<file path="src/rtl/bpe_pkg.sv">
// Shared types and constants for the button and encoder event block.
package bpe_pkg;

    localparam int NUM_BUTTONS = 6;
    localparam int COUNT_WIDTH = 16;
    localparam int TIMER_W     = 16;
    localparam int STEP_W      = 8;
    localparam int STATUS_W    = 4;
    localparam int ROT_W       = 2;
    localparam int IDX_W       = (NUM_BUTTONS > 1) ? $clog2(NUM_BUTTONS) : 1;
    localparam int CFG_IDX_W   = 2;
    localparam int CFG_DATA_W  = 16;

    localparam logic [TIMER_W-1:0] TIMER_MAX = 16'hFFFF;

    // Configuration register indexes.
    localparam logic [CFG_IDX_W-1:0] CFG_LONG_PRESS = 2'd0;
    localparam logic [CFG_IDX_W-1:0] CFG_LOCKOUT    = 2'd1;
    localparam logic [CFG_IDX_W-1:0] CFG_ENC_STEP   = 2'd2;

    localparam logic [TIMER_W-1:0] LONG_PRESS_RST = 16'd1000;
    localparam logic [TIMER_W-1:0] LOCKOUT_RST    = 16'd50;
    localparam logic [STEP_W-1:0]  ENC_STEP_RST   = 8'd4;

    // Rotation codes.
    localparam logic [ROT_W-1:0] ROT_NONE  = 2'd0;
    localparam logic [ROT_W-1:0] ROT_LEFT  = 2'd1;
    localparam logic [ROT_W-1:0] ROT_RIGHT = 2'd2;

    localparam logic [STATUS_W-1:0] STATUS_NONE = 4'd0;

    typedef struct packed {
        logic [TIMER_W-1:0] long_press_ticks;
        logic [TIMER_W-1:0] lockout_ticks;
        logic [STEP_W-1:0]  encoder_step;
    } cfg_t;

    typedef struct packed {
        logic                event_pending;
        logic [STATUS_W-1:0] button_status;
        logic [ROT_W-1:0]    rotation;
    } result_t;

endpackage

</file>
<file path="src/rtl/bpe_core.sv">
// Per-tick state update: button edges, lockout and hold timers, encoder detents.
module bpe_core
    import bpe_pkg::*;
(
    input  logic                   clk,
    input  logic                   rst_n,
    input  logic                   accept,
    input  logic [NUM_BUTTONS-1:0] button_levels,
    input  logic [COUNT_WIDTH-1:0] encoder_count,
    input  logic                   clear_event,
    input  logic                   clear_status,
    input  logic                   clear_rotation,
    input  cfg_t                   cfg,
    output result_t                result
);

    logic [NUM_BUTTONS-1:0] prev_levels_reg, prev_levels_next;
    logic [NUM_BUTTONS-1:0] awaiting_reg, awaiting_next;
    logic [TIMER_W-1:0]     lock_cnt_reg, lock_cnt_next;
    logic                   lock_exp_reg, lock_exp_next;
    logic [TIMER_W-1:0]     hold_cnt_reg, hold_cnt_next;
    logic                   hold_run_reg, hold_run_next;
    logic                   hold_hit_reg, hold_hit_next;
    logic [COUNT_WIDTH-1:0] enc_ref_reg, enc_ref_next;
    logic                   event_reg, event_next;
    logic [STATUS_W-1:0]    status_reg, status_next;
    logic [ROT_W-1:0]       rot_reg, rot_next;

    logic [NUM_BUTTONS-1:0] cand;
    logic [NUM_BUTTONS-1:0] first;
    logic [IDX_W-1:0]       sel_idx;
    logic [5:0]             idx6;
    logic                   edge_hit;
    logic                   is_press;
    logic                   is_release;
    logic [COUNT_WIDTH-1:0] diff;
    logic [COUNT_WIDTH-1:0] back;
    logic [COUNT_WIDTH-1:0] step_ext;

    // Press edge on press-armed buttons, release edge on release-armed ones.
    assign cand = (~awaiting_reg & prev_levels_reg & ~button_levels)
                | (awaiting_reg & ~prev_levels_reg & button_levels);
    assign first = cand & (~cand + 1'b1);

    always_comb
    begin
        sel_idx = '0;
        for (int i = 0; i < NUM_BUTTONS; i++)
        begin
            if (first[i])
            begin
                sel_idx = sel_idx | IDX_W'(i);
            end
        end
    end

    assign idx6       = 6'(sel_idx);
    assign edge_hit   = lock_exp_reg && (cand != '0);
    assign is_press   = edge_hit && ((awaiting_reg & first) == '0);
    assign is_release = edge_hit && !is_press;

    assign diff     = encoder_count - enc_ref_reg;
    assign back     = ~diff + 1'b1;
    assign step_ext = COUNT_WIDTH'(cfg.encoder_step);

    always_comb
    begin
        prev_levels_next = button_levels;
        awaiting_next    = awaiting_reg ^ (edge_hit ? first : '0);
        event_next       = clear_event ? 1'b0 : event_reg;
        status_next      = clear_status ? STATUS_NONE : status_reg;
        rot_next         = clear_rotation ? ROT_NONE : rot_reg;
        hold_hit_next    = hold_hit_reg;
        hold_cnt_next    = hold_cnt_reg;
        hold_run_next    = hold_run_reg;
        lock_cnt_next    = lock_cnt_reg;
        lock_exp_next    = lock_exp_reg;
        enc_ref_next     = enc_ref_reg;

        if (is_release)
        begin
            event_next = 1'b1;
            if (hold_hit_reg)
            begin
                hold_hit_next = 1'b0;
                status_next   = STATUS_W'(idx6 + idx6 + 6'd2);
            end
            else
            begin
                status_next = STATUS_W'(idx6 + idx6 + 6'd1);
            end
        end

        // Lockout timer: restart on any taken edge, else advance until expired.
        if (edge_hit)
        begin
            lock_cnt_next = '0;
            lock_exp_next = 1'b0;
        end
        else if (!lock_exp_reg)
        begin
            lock_cnt_next = (lock_cnt_reg == TIMER_MAX) ? TIMER_MAX : lock_cnt_reg + 1'b1;
            lock_exp_next = (lock_cnt_next >= cfg.lockout_ticks);
        end

        // Hold timer: restart on press, else advance while running.
        if (is_press)
        begin
            hold_cnt_next = '0;
            hold_run_next = 1'b1;
            hold_hit_next = 1'b0;
        end
        else if (hold_run_reg)
        begin
            hold_cnt_next = (hold_cnt_reg == TIMER_MAX) ? TIMER_MAX : hold_cnt_reg + 1'b1;
            if (hold_cnt_next >= cfg.long_press_ticks)
            begin
                hold_hit_next = 1'b1;
                hold_run_next = 1'b0;
            end
        end

        if (diff != '0)
        begin
            if (!diff[COUNT_WIDTH-1])
            begin
                if (diff >= step_ext)
                begin
                    rot_next     = ROT_RIGHT;
                    event_next   = 1'b1;
                    enc_ref_next = encoder_count;
                end
            end
            else if (back >= step_ext)
            begin
                rot_next     = ROT_LEFT;
                event_next   = 1'b1;
                enc_ref_next = encoder_count;
            end
        end
    end

    always_ff @(posedge clk or negedge rst_n)
    begin
        if (!rst_n)
        begin
            prev_levels_reg <= '1;
            awaiting_reg    <= '0;
            lock_cnt_reg    <= '0;
            lock_exp_reg    <= 1'b0;
            hold_cnt_reg    <= '0;
            hold_run_reg    <= 1'b0;
            hold_hit_reg    <= 1'b0;
            enc_ref_reg     <= '0;
            event_reg       <= 1'b0;
            status_reg      <= STATUS_NONE;
            rot_reg         <= ROT_NONE;
        end
        else if (accept)
        begin
            prev_levels_reg <= prev_levels_next;
            awaiting_reg    <= awaiting_next;
            lock_cnt_reg    <= lock_cnt_next;
            lock_exp_reg    <= lock_exp_next;
            hold_cnt_reg    <= hold_cnt_next;
            hold_run_reg    <= hold_run_next;
            hold_hit_reg    <= hold_hit_next;
            enc_ref_reg     <= enc_ref_next;
            event_reg       <= event_next;
            status_reg      <= status_next;
            rot_reg         <= rot_next;
        end
    end

    assign result.event_pending = event_next;
    assign result.button_status = status_next;
    assign result.rotation      = rot_next;

endmodule

</file>
<file path="src/rtl/bpe_out_q.sv">
// Two-entry result queue between the state update and the output channel.
module bpe_out_q
    import bpe_pkg::*;
(
    input  logic    clk,
    input  logic    rst_n,
    input  logic    push,
    input  result_t push_data,
    input  logic    pop_ready,
    output logic    out_valid,
    output result_t out_data,
    output logic    full
);

    result_t    entry_reg [2];
    logic       wr_ptr_reg, wr_ptr_next;
    logic       rd_ptr_reg, rd_ptr_next;
    logic [1:0] count_reg, count_next;
    logic       pop;

    assign out_valid = (count_reg != 2'd0);
    assign full      = (count_reg == 2'd2);
    assign out_data  = entry_reg[rd_ptr_reg];
    assign pop       = out_valid && pop_ready;

    always_comb
    begin
        wr_ptr_next = push ? ~wr_ptr_reg : wr_ptr_reg;
        rd_ptr_next = pop ? ~rd_ptr_reg : rd_ptr_reg;
        count_next  = count_reg + {1'b0, push} - {1'b0, pop};
    end

    always_ff @(posedge clk)
    begin
        if (push)
        begin
            entry_reg[wr_ptr_reg] <= push_data;
        end
    end

    always_ff @(posedge clk or negedge rst_n)
    begin
        if (!rst_n)
        begin
            wr_ptr_reg <= 1'b0;
            rd_ptr_reg <= 1'b0;
            count_reg  <= 2'd0;
        end
        else
        begin
            wr_ptr_reg <= wr_ptr_next;
            rd_ptr_reg <= rd_ptr_next;
            count_reg  <= count_next;
        end
    end

endmodule

</file>
<file path="src/rtl/button_press_hold_and_encoder_events.sv">
// Top level: button press/hold detector with edge lockout and encoder detent events.
//
//  channel | signals                                        | direction
//  --------+------------------------------------------------+----------
//  in      | in_valid/in_ready, button_levels, encoder_count,| sink
//          | clear_event, clear_status, clear_rotation       |
//  out     | out_valid/out_ready, event_pending,             | source
//          | button_status, rotation                         |
//  cfg     | cfg_valid/cfg_ready, cfg_index, cfg_data        | sink
//
// One tick per cycle while in_ready is high: state is updated at the input transfer and the result
// lands in a two-entry output queue, readable in the next cycle.
// in_ready drops only when both queue entries wait on out_ready.
// cfg_ready is always high; a write takes effect on the next tick.
// Reset loads the register defaults and clears all tick state and the queue.
module button_press_hold_and_encoder_events
    import bpe_pkg::*;
(
    input  logic                   clk,
    input  logic                   rst_n,
    input  logic                   in_valid,
    output logic                   in_ready,
    input  logic [NUM_BUTTONS-1:0] button_levels,
    input  logic [COUNT_WIDTH-1:0] encoder_count,
    input  logic                   clear_event,
    input  logic                   clear_status,
    input  logic                   clear_rotation,
    output logic                   out_valid,
    input  logic                   out_ready,
    output logic                   event_pending,
    output logic [STATUS_W-1:0]    button_status,
    output logic [ROT_W-1:0]       rotation,
    input  logic                   cfg_valid,
    output logic                   cfg_ready,
    input  logic [CFG_IDX_W-1:0]   cfg_index,
    input  logic [CFG_DATA_W-1:0]  cfg_data
);

    cfg_t    cfg_reg, cfg_next;
    result_t tick_result;
    result_t q_data;
    logic    q_full;
    logic    in_xfer;

    assign cfg_ready = 1'b1;
    assign in_ready  = !q_full;
    assign in_xfer   = in_valid && in_ready;

    always_comb
    begin
        cfg_next = cfg_reg;
        if (cfg_valid)
        begin
            case (cfg_index)
                CFG_LONG_PRESS: cfg_next.long_press_ticks = cfg_data;
                CFG_LOCKOUT:    cfg_next.lockout_ticks    = cfg_data;
                CFG_ENC_STEP:   cfg_next.encoder_step     = cfg_data[STEP_W-1:0];
                default:        cfg_next = cfg_reg;
            endcase
        end
    end

    always_ff @(posedge clk or negedge rst_n)
    begin
        if (!rst_n)
        begin
            cfg_reg.long_press_ticks <= LONG_PRESS_RST;
            cfg_reg.lockout_ticks    <= LOCKOUT_RST;
            cfg_reg.encoder_step     <= ENC_STEP_RST;
        end
        else
        begin
            cfg_reg <= cfg_next;
        end
    end

    bpe_core u_core (
        .clk            (clk),
        .rst_n          (rst_n),
        .accept         (in_xfer),
        .button_levels  (button_levels),
        .encoder_count  (encoder_count),
        .clear_event    (clear_event),
        .clear_status   (clear_status),
        .clear_rotation (clear_rotation),
        .cfg            (cfg_reg),
        .result         (tick_result)
    );

    bpe_out_q u_out_q (
        .clk       (clk),
        .rst_n     (rst_n),
        .push      (in_xfer),
        .push_data (tick_result),
        .pop_ready (out_ready),
        .out_valid (out_valid),
        .out_data  (q_data),
        .full      (q_full)
    );

    assign event_pending = q_data.event_pending;
    assign button_status = q_data.button_status;
    assign rotation      = q_data.rotation;

    // A transfer in always leaves a result waiting in the next cycle.
    a_result_follows: assert property (@(posedge clk) disable iff (!rst_n)
        in_valid && in_ready |=> out_valid)
        else $error("accepted tick left no result");

    a_status_range: assert property (@(posedge clk) disable iff (!rst_n)
        out_valid |-> button_status <= 4'd12)
        else $error("button status out of range");

    a_rotation_code: assert property (@(posedge clk) disable iff (!rst_n)
        out_valid |-> rotation <= ROT_RIGHT)
        else $error("invalid rotation code");

endmodule

</file>
<file path="config.mk">
export PLATFORM = sky130hd
export DESIGN_NAME = button_press_hold_and_encoder_events
export DESIGN_NICKNAME = d
export VERILOG_FILES = /design/src/rtl/bpe_pkg.sv /design/src/rtl/bpe_core.sv /design/src/rtl/bpe_out_q.sv /design/src/rtl/button_press_hold_and_encoder_events.sv
export SDC_FILE = /design/constraint.sdc
export NUM_CORES = 1
export LEC_CHECK = 0
export ABC_AREA = 0
export BUFFER_PORTS_ARGS = -buffer_cell sky130_fd_sc_hd__buf_2
export CAP_MARGIN = 20
export CORE_ASPECT_RATIO = 0.8
export CORE_MARGIN = 2
export CORE_UTILIZATION = 30
export CTS_CLUSTER_SIZE = 8
export DETAILED_ROUTE_END_ITERATION = 7
export GPL_TIMING_DRIVEN = 0
export PLACE_DENSITY = 0.45
export SYNTH_ARGS = -nofsm -noshare
export SYNTH_HDL_FRONTEND = slang
export SYNTH_SLANG_ARGS = --single-unit
</file>
<file path="constraint.sdc">
create_clock -name clk -period 5 [get_ports clk]
set_input_delay 0.5 -clock clk [delete_from_list [all_inputs] [get_ports clk]]
set_output_delay 0.5 -clock clk [all_outputs]
set_load 0.1 [all_outputs]
</file>
==> out/metrics.cfg, run 1 <==
[status]
outcome=finished, final reports clean

[flow_run]
maxCapViolations=0

[logic_synthesis]
synth_xor_area_share_pct=5.436
avgSynthCellArea_um2=9.380
ys.flop_type=dfrtp_1
synth-seq-cells=128
yosysTopAreaCell=dfrtp_1
synth.area.top_cells=dfrtp_1 (30%), ha_1 (10%), mux2_2 (5.2%)
synth_compound_area_share_pct=14.37
synth_cell_types=70
syn_inst=876
netlist_area_um2=8217
yosys.area_share.simple_pct=15.76
synth.top_cell.area_share_pct=29.85
synth_mux_area_share_pct=8.375
yosysWarnings=0
synth_top_family_by_area=simple AND/OR/NAND/NOR gates
synthAdderAreaFrac_pct=10.60
synthArstFlopShare_pct=89.06
syn_nets=993
seq_area_frac_synth_pct=40.08
synth_edf_count=14

[die]
dieArea_um2=28740
die_y_um=152.0
start_util_pct=30.33
core_um2=27090
boundaryPins=58
die_w_um=189.0
num_rows=54

[cts]
cts_tree=yes
cts_sinks=128
htree_levels=4
hold_buffers=0
cts_root_buffer=clkbuf_16
cts_resized=0
clk_pin_slew_ns=0.06
clk_latency_ns=0.43
cts-buffers-inserted=17
cts_buffer_depth=2

[critical_path]
reg2reg_from=u_core.hold_cnt_reg[0]$_DFFE_PN0P_
reg2reg_setup_slack_ns=0.41
worst_ep_required_time_ns=5.34
critPathCaptureType=flop
crit_fanout=5
critPathSlowestCell=dfrtp_1
crit_path_max_incr_delay_ns=0.39
cpMostUsedCell=a21o_1
critPathArrivalTime_ns=4.93
path_class=flop to flop
r2r_cells=20
r2r-end=u_core.hold_run_reg$_DFFE_PN0P_
crit_chain=ha_1, and3_1, and3_1, and3_1, and3_1, clkbuf_1, nand3_1, nor2_1, nor2b_1, ha_1, nand2b_1, a21o_1, a21o_1, a21o_1, a21o_1, a21o_1, a211o_1, a21oi_1, o21ai_0, o21ai_0
critPathLaunchType=flop

[timing]
max_freq_ghz=0.2180
period_needed_ns=4.586
max_slew_margin_pct=41.75
hold_violations=0
rsz0062_at_grt=no
slew_viol_final=0
tightest_slew_ns=0.8738
finalClockSkew_ns=0.008987
report.final.setup_viol=0
fin_crit_sh_pct=91.73

[routing]
routed_wire_length_per_instance_um=14.30
drt-initial-drc-count=303
drt.antenna.violating_nets=0
wirelength_um=19010
firstDrtPassIters=4
avgViaCountPerCell=4.611
vias=6132
drc=0

[placed_design]
portBuffers=56
place_hpwl_um=13970
finalWeightedCongestion=0.7435
post-place-cells=1297

[layout]
nets=1070
final_cell_mix=nand2_1 (110), dfrtp_1 (98), inv_1 (81), o21ai_0 (69), ha_1 (68)
seqCellArea_um2=3293
final_common_cell=nand2_1
largest_register_ffs=40
drive_above_1_share_pct=17.81
multiInputGateArea_um2=4486
antennaDiodeCount=0
area_growth_pct=17.31
fin_util_pct=35.58
fillCellCount=2771
finalNonFillerCells=1330

[grt]
antenna_found_initial=0
grt_use_total_pct=13.95
grt_pass1_vias=5997
grt_max_degree=65
grt_first_pass_wirelength_um=31880
grt-ovfl-total=0

[power]
p_leak_nw=4.636
p_per_area_nw_per_um2=585.3
vdd_ir_drop_max_mv=0.3696

[worst_hold_path]
hp-class=input port to asynchronous set/reset pin

-- report_power, final --
part           leakage (nW)  internal (mW)  switching [mW]
registers              1.53           1.36           0.144
clock network         0.309          0.841           0.517
logic                  2.80           1.12            1.66
-- layer usage --
metal  track usage [%]  wire [um]
met5                 0          0
met4             3.832        211
met3             3.326        525
met2             19.82       7739
met1             20.90      10540
-- through the flow --
step / total power [mW] / hold WS [ns] / setup WS (ns) / TNS (ns) / cell area (um^2)
2_1_floorplan: 3.671 / 0.2044 / 0.7660 / 0 / 8217
3_3_place_gp: 4.256 / 0.4559 / -0.09095 / -0.8510 / 8952
3_5_place_dp: 4.279 / 0.4560 / -0.02896 / -0.1548 / 8986
4_1_cts: 5.689 / 0.08937 / 0.2653 / 0 / 9619
5_1_grt: 6.134 / 0.1152 / 0.06049 / 0 / 9639
6_report: 5.642 / 0.07012 / 0.4135 / 0 / 9639
-- cells in the mapped netlist (6+ instances only) --
master / n
nor2b_1: 8
nand2_1: 110
and3_1: 23
nor2_1: 53
mux2_2: 38
inv_1: 81
mux2i_1: 11
xnor2_1: 32
a21oi_1: 42
mux2_4: 10
nor3_1: 6
xor2_1: 19
o21a_1: 7
o21ai_0: 69
dfrtp_1: 98
edfxtp_1: 14
clkbuf_1: 23
dfstp_2: 16
nand3_1: 23
a22o_1: 13
ha_1: 68
nand2b_1: 12
a21o_1: 19
-- worst max-delay path: cells and delay by family (launching register included) --
family	cells	cell delay, ns
AND/OR/NAND/NOR	8	1.72
AO/OA/AOI/OAI	9	1.68
adder cells (fa/ha/maj)	2	0.52
flip-flops	1	0.39
buffers and inverters	1	0.20
-- cell type report --
type / instances / area share, %
clock inverters: 15 / 2.155
well taps: 364 / 4.725
clock buffers: 17 / 4.413
multi-input cells: 639 / 46.53
flip-flops and latches: 128 / 34.16
plain buffers: 28 / 1.389
inverters: 81 / 3.154
repair buffers: 58 / 3.466
-- worst max-delay path by stage --
stage                                                  start                                  to  slack, ns  cells past startpoint
after floorplan                             encoder_count[0]  u_core.enc_ref_reg[10]$_DFFE_PN0P_       0.77                     19
after global placement                      encoder_count[0]   u_core.enc_ref_reg[7]$_DFFE_PN0P_      -0.09                     20
after detailed placement                    encoder_count[0]   u_core.enc_ref_reg[7]$_DFFE_PN0P_      -0.03                     20
after CTS                  u_core.enc_ref_reg[0]$_DFFE_PN0P_   u_core.enc_ref_reg[7]$_DFFE_PN0P_       0.27                     18
after global routing       u_core.enc_ref_reg[0]$_DFFE_PN0P_   u_core.enc_ref_reg[7]$_DFFE_PN0P_       0.06                     18
final                     u_core.hold_cnt_reg[0]$_DFFE_PN0P_     u_core.hold_run_reg$_DFFE_PN0P_       0.41                     20
-- repair_timing --
action	CTS	global route
buffers inserted	0	1
endpoints found under the hold margin	0	0
endpoints found under the setup margin	0	10
-- logic make-up (layout without fill, tap and decap cells) --
logic type / Yosys count / count (layout)
fa+ha+maj: 69 / 69
buf+inv: 109 / 199
compound gates: 187 / 187
flops: 128 / 128
mux: 59 / 59
xor+xnor: 51 / 51
other cells: 1 / 1
simple gates: 272 / 272
Note: power is estimated with default switching activity, not from simulation.
==> inputs of run 2 (changes only) <==
==> constraint.sdc (replaced) <==
create_clock -name clk -period 5.2 [get_ports clk]
set_input_delay 0.52 -clock clk [delete_from_list [all_inputs] [get_ports clk]]
set_output_delay 0.52 -clock clk [all_outputs]
set_load 0.1 [all_outputs]
==> run 2 against run 1 <==
Compared with the run above:
- sequential power decreased by 3%
- worst setup slack better by 0.060 ns
- combinational power decreased by 5%
- fmax fell by 3.0%
- wire length is 0.12% lower
- flip-flop and latch count is the same
- clock power decreased by 4%
- final area is 0.21% lower
- clock skew is essentially flat
- sequential share of layout area increased by 0.071 points
- critical endpoint is now u_core.enc_ref_reg[7]$_DFFE_PN0P_
- largest cell class unchanged
- highest routed layer unchanged
==> out/metrics.cfg, run 2 (synthesized netlist as in run 1, its figures left out) <==
[status]
outcome=finished, final reports clean

[grt]
grt-ovfl-total=0  ; unchanged
grt_pass1_vias=5997  ; unchanged
antenna_found_initial=0  ; unchanged
grt_max_degree=65  ; unchanged
grt_use_total_pct=13.95  ; unchanged
grt_first_pass_wirelength_um=31880  ; unchanged

[power]
vdd_ir_drop_max_mv=0.3554  ; -3.8%
finalPower_mw=5.404  ; -4.2%
p_leak_nw=4.626  ; -0.21%
p_per_area_nw_per_um2=561.8  ; -4.0%

[critical_path]
critPathArrivalTime_ns=5.04  ; +0.11 ns
critPathTopFamily=simple AND/OR/NAND/NOR gates
critPathSlowestCell=or3b_1
worst_ep_required_time_ns=5.52  ; +0.18 ns
critPathLaunchType=flop
path_class=flop to flop
r2r_cells=18  ; -10%
reg2reg_from=u_core.enc_ref_reg[0]$_DFFE_PN0P_
reg2reg_setup_slack_ns=0.47  ; +0.06 ns
crit_path_max_incr_delay_ns=0.45  ; +0.06 ns
r2r-end=u_core.enc_ref_reg[7]$_DFFE_PN0P_
crit_chain=ha_1, inv_1, fa_1, xor2_1, inv_1, and3_1, nor3b_1, or3b_1, xor2_1, ha_1, o21ai_0, a21oi_1, nor2_1, and4_2, a41oi_2, o21ai_4, buf_12, mux2_4
crit_fanout=10  ; +5
crit_buf_inv=3  ; +2
critPathCaptureType=flop

[routing]
routed_wire_length_per_instance_um=14.29  ; about the same
avgViaCountPerCell=4.605  ; -0.12%
firstDrtPassIters=4  ; unchanged
vias=6120  ; -0.20%
drc=0  ; unchanged
drt-initial-drc-count=306  ; +0.99%
wirelength_um=18990  ; -0.12%
drt.antenna.violating_nets=0  ; unchanged

[cts]
cts-buffers-inserted=17  ; unchanged
cts_tree=yes
cts_sinks=128  ; unchanged
htree_levels=4  ; unchanged
clk_latency_ns=0.43  ; about the same
cts_root_buffer=clkbuf_16
hold_buffers=0  ; unchanged
cts_setup_buffers=0  ; unchanged
clk_pin_slew_ns=0.07  ; about the same
cts_resized=0  ; unchanged
cts_buffer_depth=2  ; unchanged

[layout]
final_cell_mix=nand2_1 (110), dfrtp_1 (98), inv_1 (81), o21ai_0 (69), ha_1 (68)
largest_register_ffs=40  ; unchanged
fillCellCount=2773  ; +0.072%
antennaDiodeCount=0  ; unchanged
drive_above_1_share_pct=17.72  ; -0.085 points
seqCellArea_um2=3293  ; unchanged
multiInputGateArea_um2=4486  ; unchanged
area_growth_pct=17.07
nets=1069  ; -0.093%
final_common_cell=nand2_1

[worst_hold_path]
hp-class=input port to asynchronous set/reset pin

[die]
boundaryPins=58  ; unchanged
start_util_pct=30.33  ; unchanged
dieArea_um2=28740  ; unchanged
core_um2=27090  ; unchanged
die_w_um=189.0  ; unchanged
num_rows=54  ; unchanged
die_y_um=152.0  ; unchanged

[timing]
tightest_slew_ns=0.9138  ; +0.03998 ns
max_freq_ghz=0.2116  ; -3.0%
finalClockSkew_ns=0.008815  ; -0.0001718 ns
holdWs_ns=0.09346  ; +0.02334 ns
report.final.setup_viol=0  ; unchanged
fin_crit_sh_pct=90.89  ; -0.84 points
max_slew_margin_pct=39.08  ; -2.7 points
setup_tns_ns=0  ; unchanged
hold_violations=0  ; unchanged
rsz0062_at_grt=no
slew_viol_final=0  ; unchanged
period_needed_ns=4.726  ; +0.1400 ns

[placed_design]
finalWeightedCongestion=0.7435  ; unchanged
portBuffers=56  ; unchanged
place_hpwl_um=13970  ; unchanged

[flow_run]
maxCapViolations=0  ; unchanged

[run 2: cell types whose count changed in the layout (fill, tap and decap cells not counted), sizes merged]
cell | previous run | this run
buf | 62 | 61
[run 2: layout make-up]
cell class	count	area share, %
plain buffers	28	1.392
flip-flops and latches	128	34.24
clock buffers	17	4.422
multi-input cells	639	46.63
well taps	364	4.735
inverters	81	3.161
repair buffers	57	3.265
clock inverters	15	2.159
[run 2: metrics by stage]
step | util, % | setup WS, ns | instance area [um^2] | cells
6_report | 35.50 | 0.4736 | 9619 | 1329
3_5_place_dp | 33.17 | 0.1510 | 8986 | 1297
5_1_grt | 35.50 | 0.1186 | 9619 | 1329
3_3_place_gp | 33.04 | 0.08905 | 8952 | 1296
2_1_floorplan | - | 0.9460 | 8217 | 876
4_1_cts | 35.50 | 0.4653 | 9619 | 1329
[run 2: worst max path at each step]
stage,start,end,slack [ns],cells past startpoint
after CTS,u_core.enc_ref_reg[0]$_DFFE_PN0P_,u_core.enc_ref_reg[7]$_DFFE_PN0P_,0.47,18
after floorplan,encoder_count[0],u_core.enc_ref_reg[10]$_DFFE_PN0P_,0.95,19
final,u_core.enc_ref_reg[0]$_DFFE_PN0P_,u_core.enc_ref_reg[7]$_DFFE_PN0P_,0.47,18
after global routing,u_core.enc_ref_reg[0]$_DFFE_PN0P_,u_core.enc_ref_reg[7]$_DFFE_PN0P_,0.12,18
after global placement,encoder_count[0],u_core.enc_ref_reg[7]$_DFFE_PN0P_,0.09,20
after detailed placement,encoder_count[0],u_core.enc_ref_reg[7]$_DFFE_PN0P_,0.15,20
[run 2: metal layers]
metal  GRT usage [%]  up-vias  share of wire [%]
met2           19.82       62                 41
met4           3.832        0                1.1
met1           20.90     2850                 56
li1                -     3195                  -
met3           3.326       13                2.5
met5               0        -                  0
[run 2: where the power goes]
group / internal [mW] / total (mW) / switching, mW
registers: 1.31 / 1.45 / 0.138
logic: 1.06 / 2.65 / 1.60
clock network: 0.809 / 1.31 / 0.497
total: 3.17 / 5.40 / 2.23
==> inputs of run 3 (changes only) <==
--- a/config.mk
+++ b/config.mk
@@ -6,7 +6,7 @@
 export NUM_CORES = 1
 export LEC_CHECK = 0
 export ABC_AREA = 0
-export BUFFER_PORTS_ARGS = -buffer_cell sky130_fd_sc_hd__buf_2
+export BUFFER_PORTS_ARGS = -buffer_cell sky130_fd_sc_hd__buf_4
 export CAP_MARGIN = 20
 export CORE_ASPECT_RATIO = 0.8
 export CORE_MARGIN = 2
==> run 3 against run 2 <==
Compared with the run above:
- combinational power up 2%
- worst setup slack better by 0.023 ns
- clock skew about the same
- power down 0.86%
- register-to-register slack better by 0.02 ns
- wire length down 0.56%
- global-route usage about the same
- critical path depth unchanged
==> out/metrics.cfg, run 3 (synthesized netlist as in run 1, its figures left out) <==
[cts]
cts_root_buffer=clkbuf_16
hold_buffers=0  ; unchanged
clk_pin_slew_ns=0.06  ; about the same
clk_latency_ns=0.42  ; about the same
cts_buffer_depth=2  ; unchanged
htree_levels=4  ; unchanged
cts_resized=0  ; unchanged
cts_setup_buffers=0  ; unchanged
cts-buffers-inserted=17  ; unchanged
cts_sinks=128  ; unchanged
cts_tree=yes

[grt]
grt_pass1_vias=6186  ; +3.2%
antenna_found_initial=0  ; unchanged
grt_first_pass_wirelength_um=32390  ; +1.6%
grt-ovfl-total=0  ; unchanged
grt_max_degree=64  ; -1.5%
grt_use_total_pct=14.00  ; +0.049 points

[critical_path]
critPathArrivalTime_ns=5.00  ; -0.04 ns
r2r-end=u_core.enc_ref_reg[13]$_DFFE_PN0P_
path_class=flop to flop
r2r_cells=18  ; unchanged
worst_ep_required_time_ns=5.50  ; -0.02 ns
crit_fanout=10  ; unchanged
critPathCaptureType=flop
reg2reg_setup_slack_ns=0.50  ; +0.02 ns
reg2reg_from=u_core.enc_ref_reg[0]$_DFFE_PN0P_
critPathLaunchType=flop

[layout]
final_area_um2=9719  ; +1.0%
multiInputGateArea_um2=4486  ; unchanged
drive_above_1_share_pct=17.62  ; -0.10 points
fin_util_pct=35.87  ; +0.37 points
seqCellArea_um2=3293  ; unchanged
final_cell_mix=nand2_1 (110), dfrtp_1 (98), inv_1 (81), o21ai_0 (69), ha_1 (68)
largest_register_ffs=40  ; unchanged
nets=1069  ; unchanged
fillCellCount=2803  ; +1.1%
final_common_cell=nand2_1
area_growth_pct=18.29
antennaDiodeCount=0  ; unchanged

[die]
die_w_um=189.0  ; unchanged
die_y_um=152.0  ; unchanged
start_util_pct=30.33  ; unchanged
num_rows=54  ; unchanged
boundaryPins=58  ; unchanged
core_um2=27090  ; unchanged
dieArea_um2=28740  ; unchanged

[power]
power_frac_clock_pct=22.9  ; -1.3 points
switching_share_pct=41.22  ; -0.060 points
p_leak_nw=4.660  ; +0.73%
power_frac_seq_pct=27.0  ; +0.2 points
finalPower_mw=5.358  ; -0.86%
p_per_area_nw_per_um2=551.3  ; -1.9%
vdd_ir_drop_max_mv=0.4476  ; +26%
internal_power_mw=3.149  ; -0.75%
combPwrFrac_pct=50.1  ; +1.0 points
power.switching_mw=2.209  ; -1.0%

[timing]
holdWs_ns=0.1178  ; +0.02430 ns
slew_viol_final=0  ; unchanged
hold_violations=0  ; unchanged
setup_tns_ns=0  ; unchanged
finalClockSkew_ns=0.008401  ; -0.0004141 ns
report.final.setup_viol=0  ; unchanged
rsz0062_at_grt=no
fin_crit_sh_pct=90.45  ; -0.44 points
max_slew_margin_pct=44.73  ; +5.6 points
period_needed_ns=4.704  ; -0.02292 ns
tightest_slew_ns=0.8290  ; -0.08475 ns
max_freq_ghz=0.2126  ; +0.49%

[placed_design]
dpl_cell_area_um2=9124  ; +1.5%
place_hpwl_um=14020  ; +0.35%
portBuffers=56  ; unchanged
finalWeightedCongestion=0.7475  ; +0.54%

[routing]
drc=0  ; unchanged
avgViaCountPerCell=4.596  ; -0.20%
wirelength_um=18890  ; -0.56%
vias=6108  ; -0.20%
drt.antenna.violating_nets=0  ; unchanged
drt-initial-drc-count=229  ; -25%
routed_wire_length_per_instance_um=14.21  ; -0.56%
firstDrtPassIters=6  ; +2

[status]
outcome=finished, final reports clean

[worst_hold_path]
hp-class=input port to asynchronous set/reset pin

[flow_run]
maxCapViolations=0  ; unchanged

run 3: cell count changes in the layout (fill, tap and decap cells not counted):
cell,before,now
bufinv_16,4,3
clkinv_4,4,5
buf_2,55,0
inv_6,4,0
clkinv_1,0,1
buf_4,1,56
clkinv_2,2,5
run 3: routing by layer:
metal,GRT usage (%),wire length (um),vias up
met3,3.350,723,10
met4,3.013,154,0
met5,0,0,-
met2,20.29,7666,77
li1,-,-,3183
met1,20.96,10340,2838
run 3: power by group through the flow:
stage | Combinational (mW) | Clock, mW | Sequential [mW]
after floorplan | 2.11 | 0 | 1.42
after CTS | 2.71 | 1.26 | 1.45
after global placement | 2.67 | 0 | 1.46
after detailed placement | 2.69 | 0 | 1.46
after global routing | 3.05 | 1.31 | 1.48
final | 2.69 | 1.22 | 1.45
run 3: metrics by stage:
stage,worst slack (ns),instances
3_5_place_dp,0.1116,1297
2_1_floorplan,0.9460,876
3_3_place_gp,0.08808,1296
6_report,0.4965,1329
5_1_grt,0.1613,1329
4_1_cts,0.4341,1329
run 3: area by class of cell:
class	instances	share of cell area (%)
buffer	28	1.377
inverter	81	3.128
multi-input combinational	639	46.15
timing repair buffer	57	4.647
clock inverter	15	1.751
tap	364	4.686
clock buffer	17	4.377
sequential	128	33.88
run 3: worst max-delay path by stage:
stage / startpoint / to / slack (ns) / cells past startpoint
global placement: encoder_count[0] / u_core.enc_ref_reg[7]$_DFFE_PN0P_ / 0.09 / 20
floorplan: encoder_count[0] / u_core.enc_ref_reg[10]$_DFFE_PN0P_ / 0.95 / 19
global route: u_core.enc_ref_reg[0]$_DFFE_PN0P_ / u_core.enc_ref_reg[13]$_DFFE_PN0P_ / 0.16 / 18
CTS: u_core.enc_ref_reg[0]$_DFFE_PN0P_ / u_core.enc_ref_reg[13]$_DFFE_PN0P_ / 0.43 / 18
finish: u_core.enc_ref_reg[0]$_DFFE_PN0P_ / u_core.enc_ref_reg[13]$_DFFE_PN0P_ / 0.50 / 18
detailed placement: encoder_count[0] / u_core.enc_ref_reg[11]$_DFFE_PN0P_ / 0.11 / 20
run 3: critical path: stages, from the launching register on:
cell,delay (ns)
dfrtp_1,0.34
ha_1,0.15
inv_1,0.05
fa_1,0.41
xor2_1,0.22
inv_1,0.08
and3_1,0.25
nor3b_1,0.40
or3b_1,0.46
xor2_1,0.20
ha_1,0.29
o21ai_0,0.07
a21oi_1,0.06
nor2_1,0.15
and4_2,0.25
a41oi_2,0.27
o21ai_4,0.41
buf_12,0.20
mux2_4,0.30
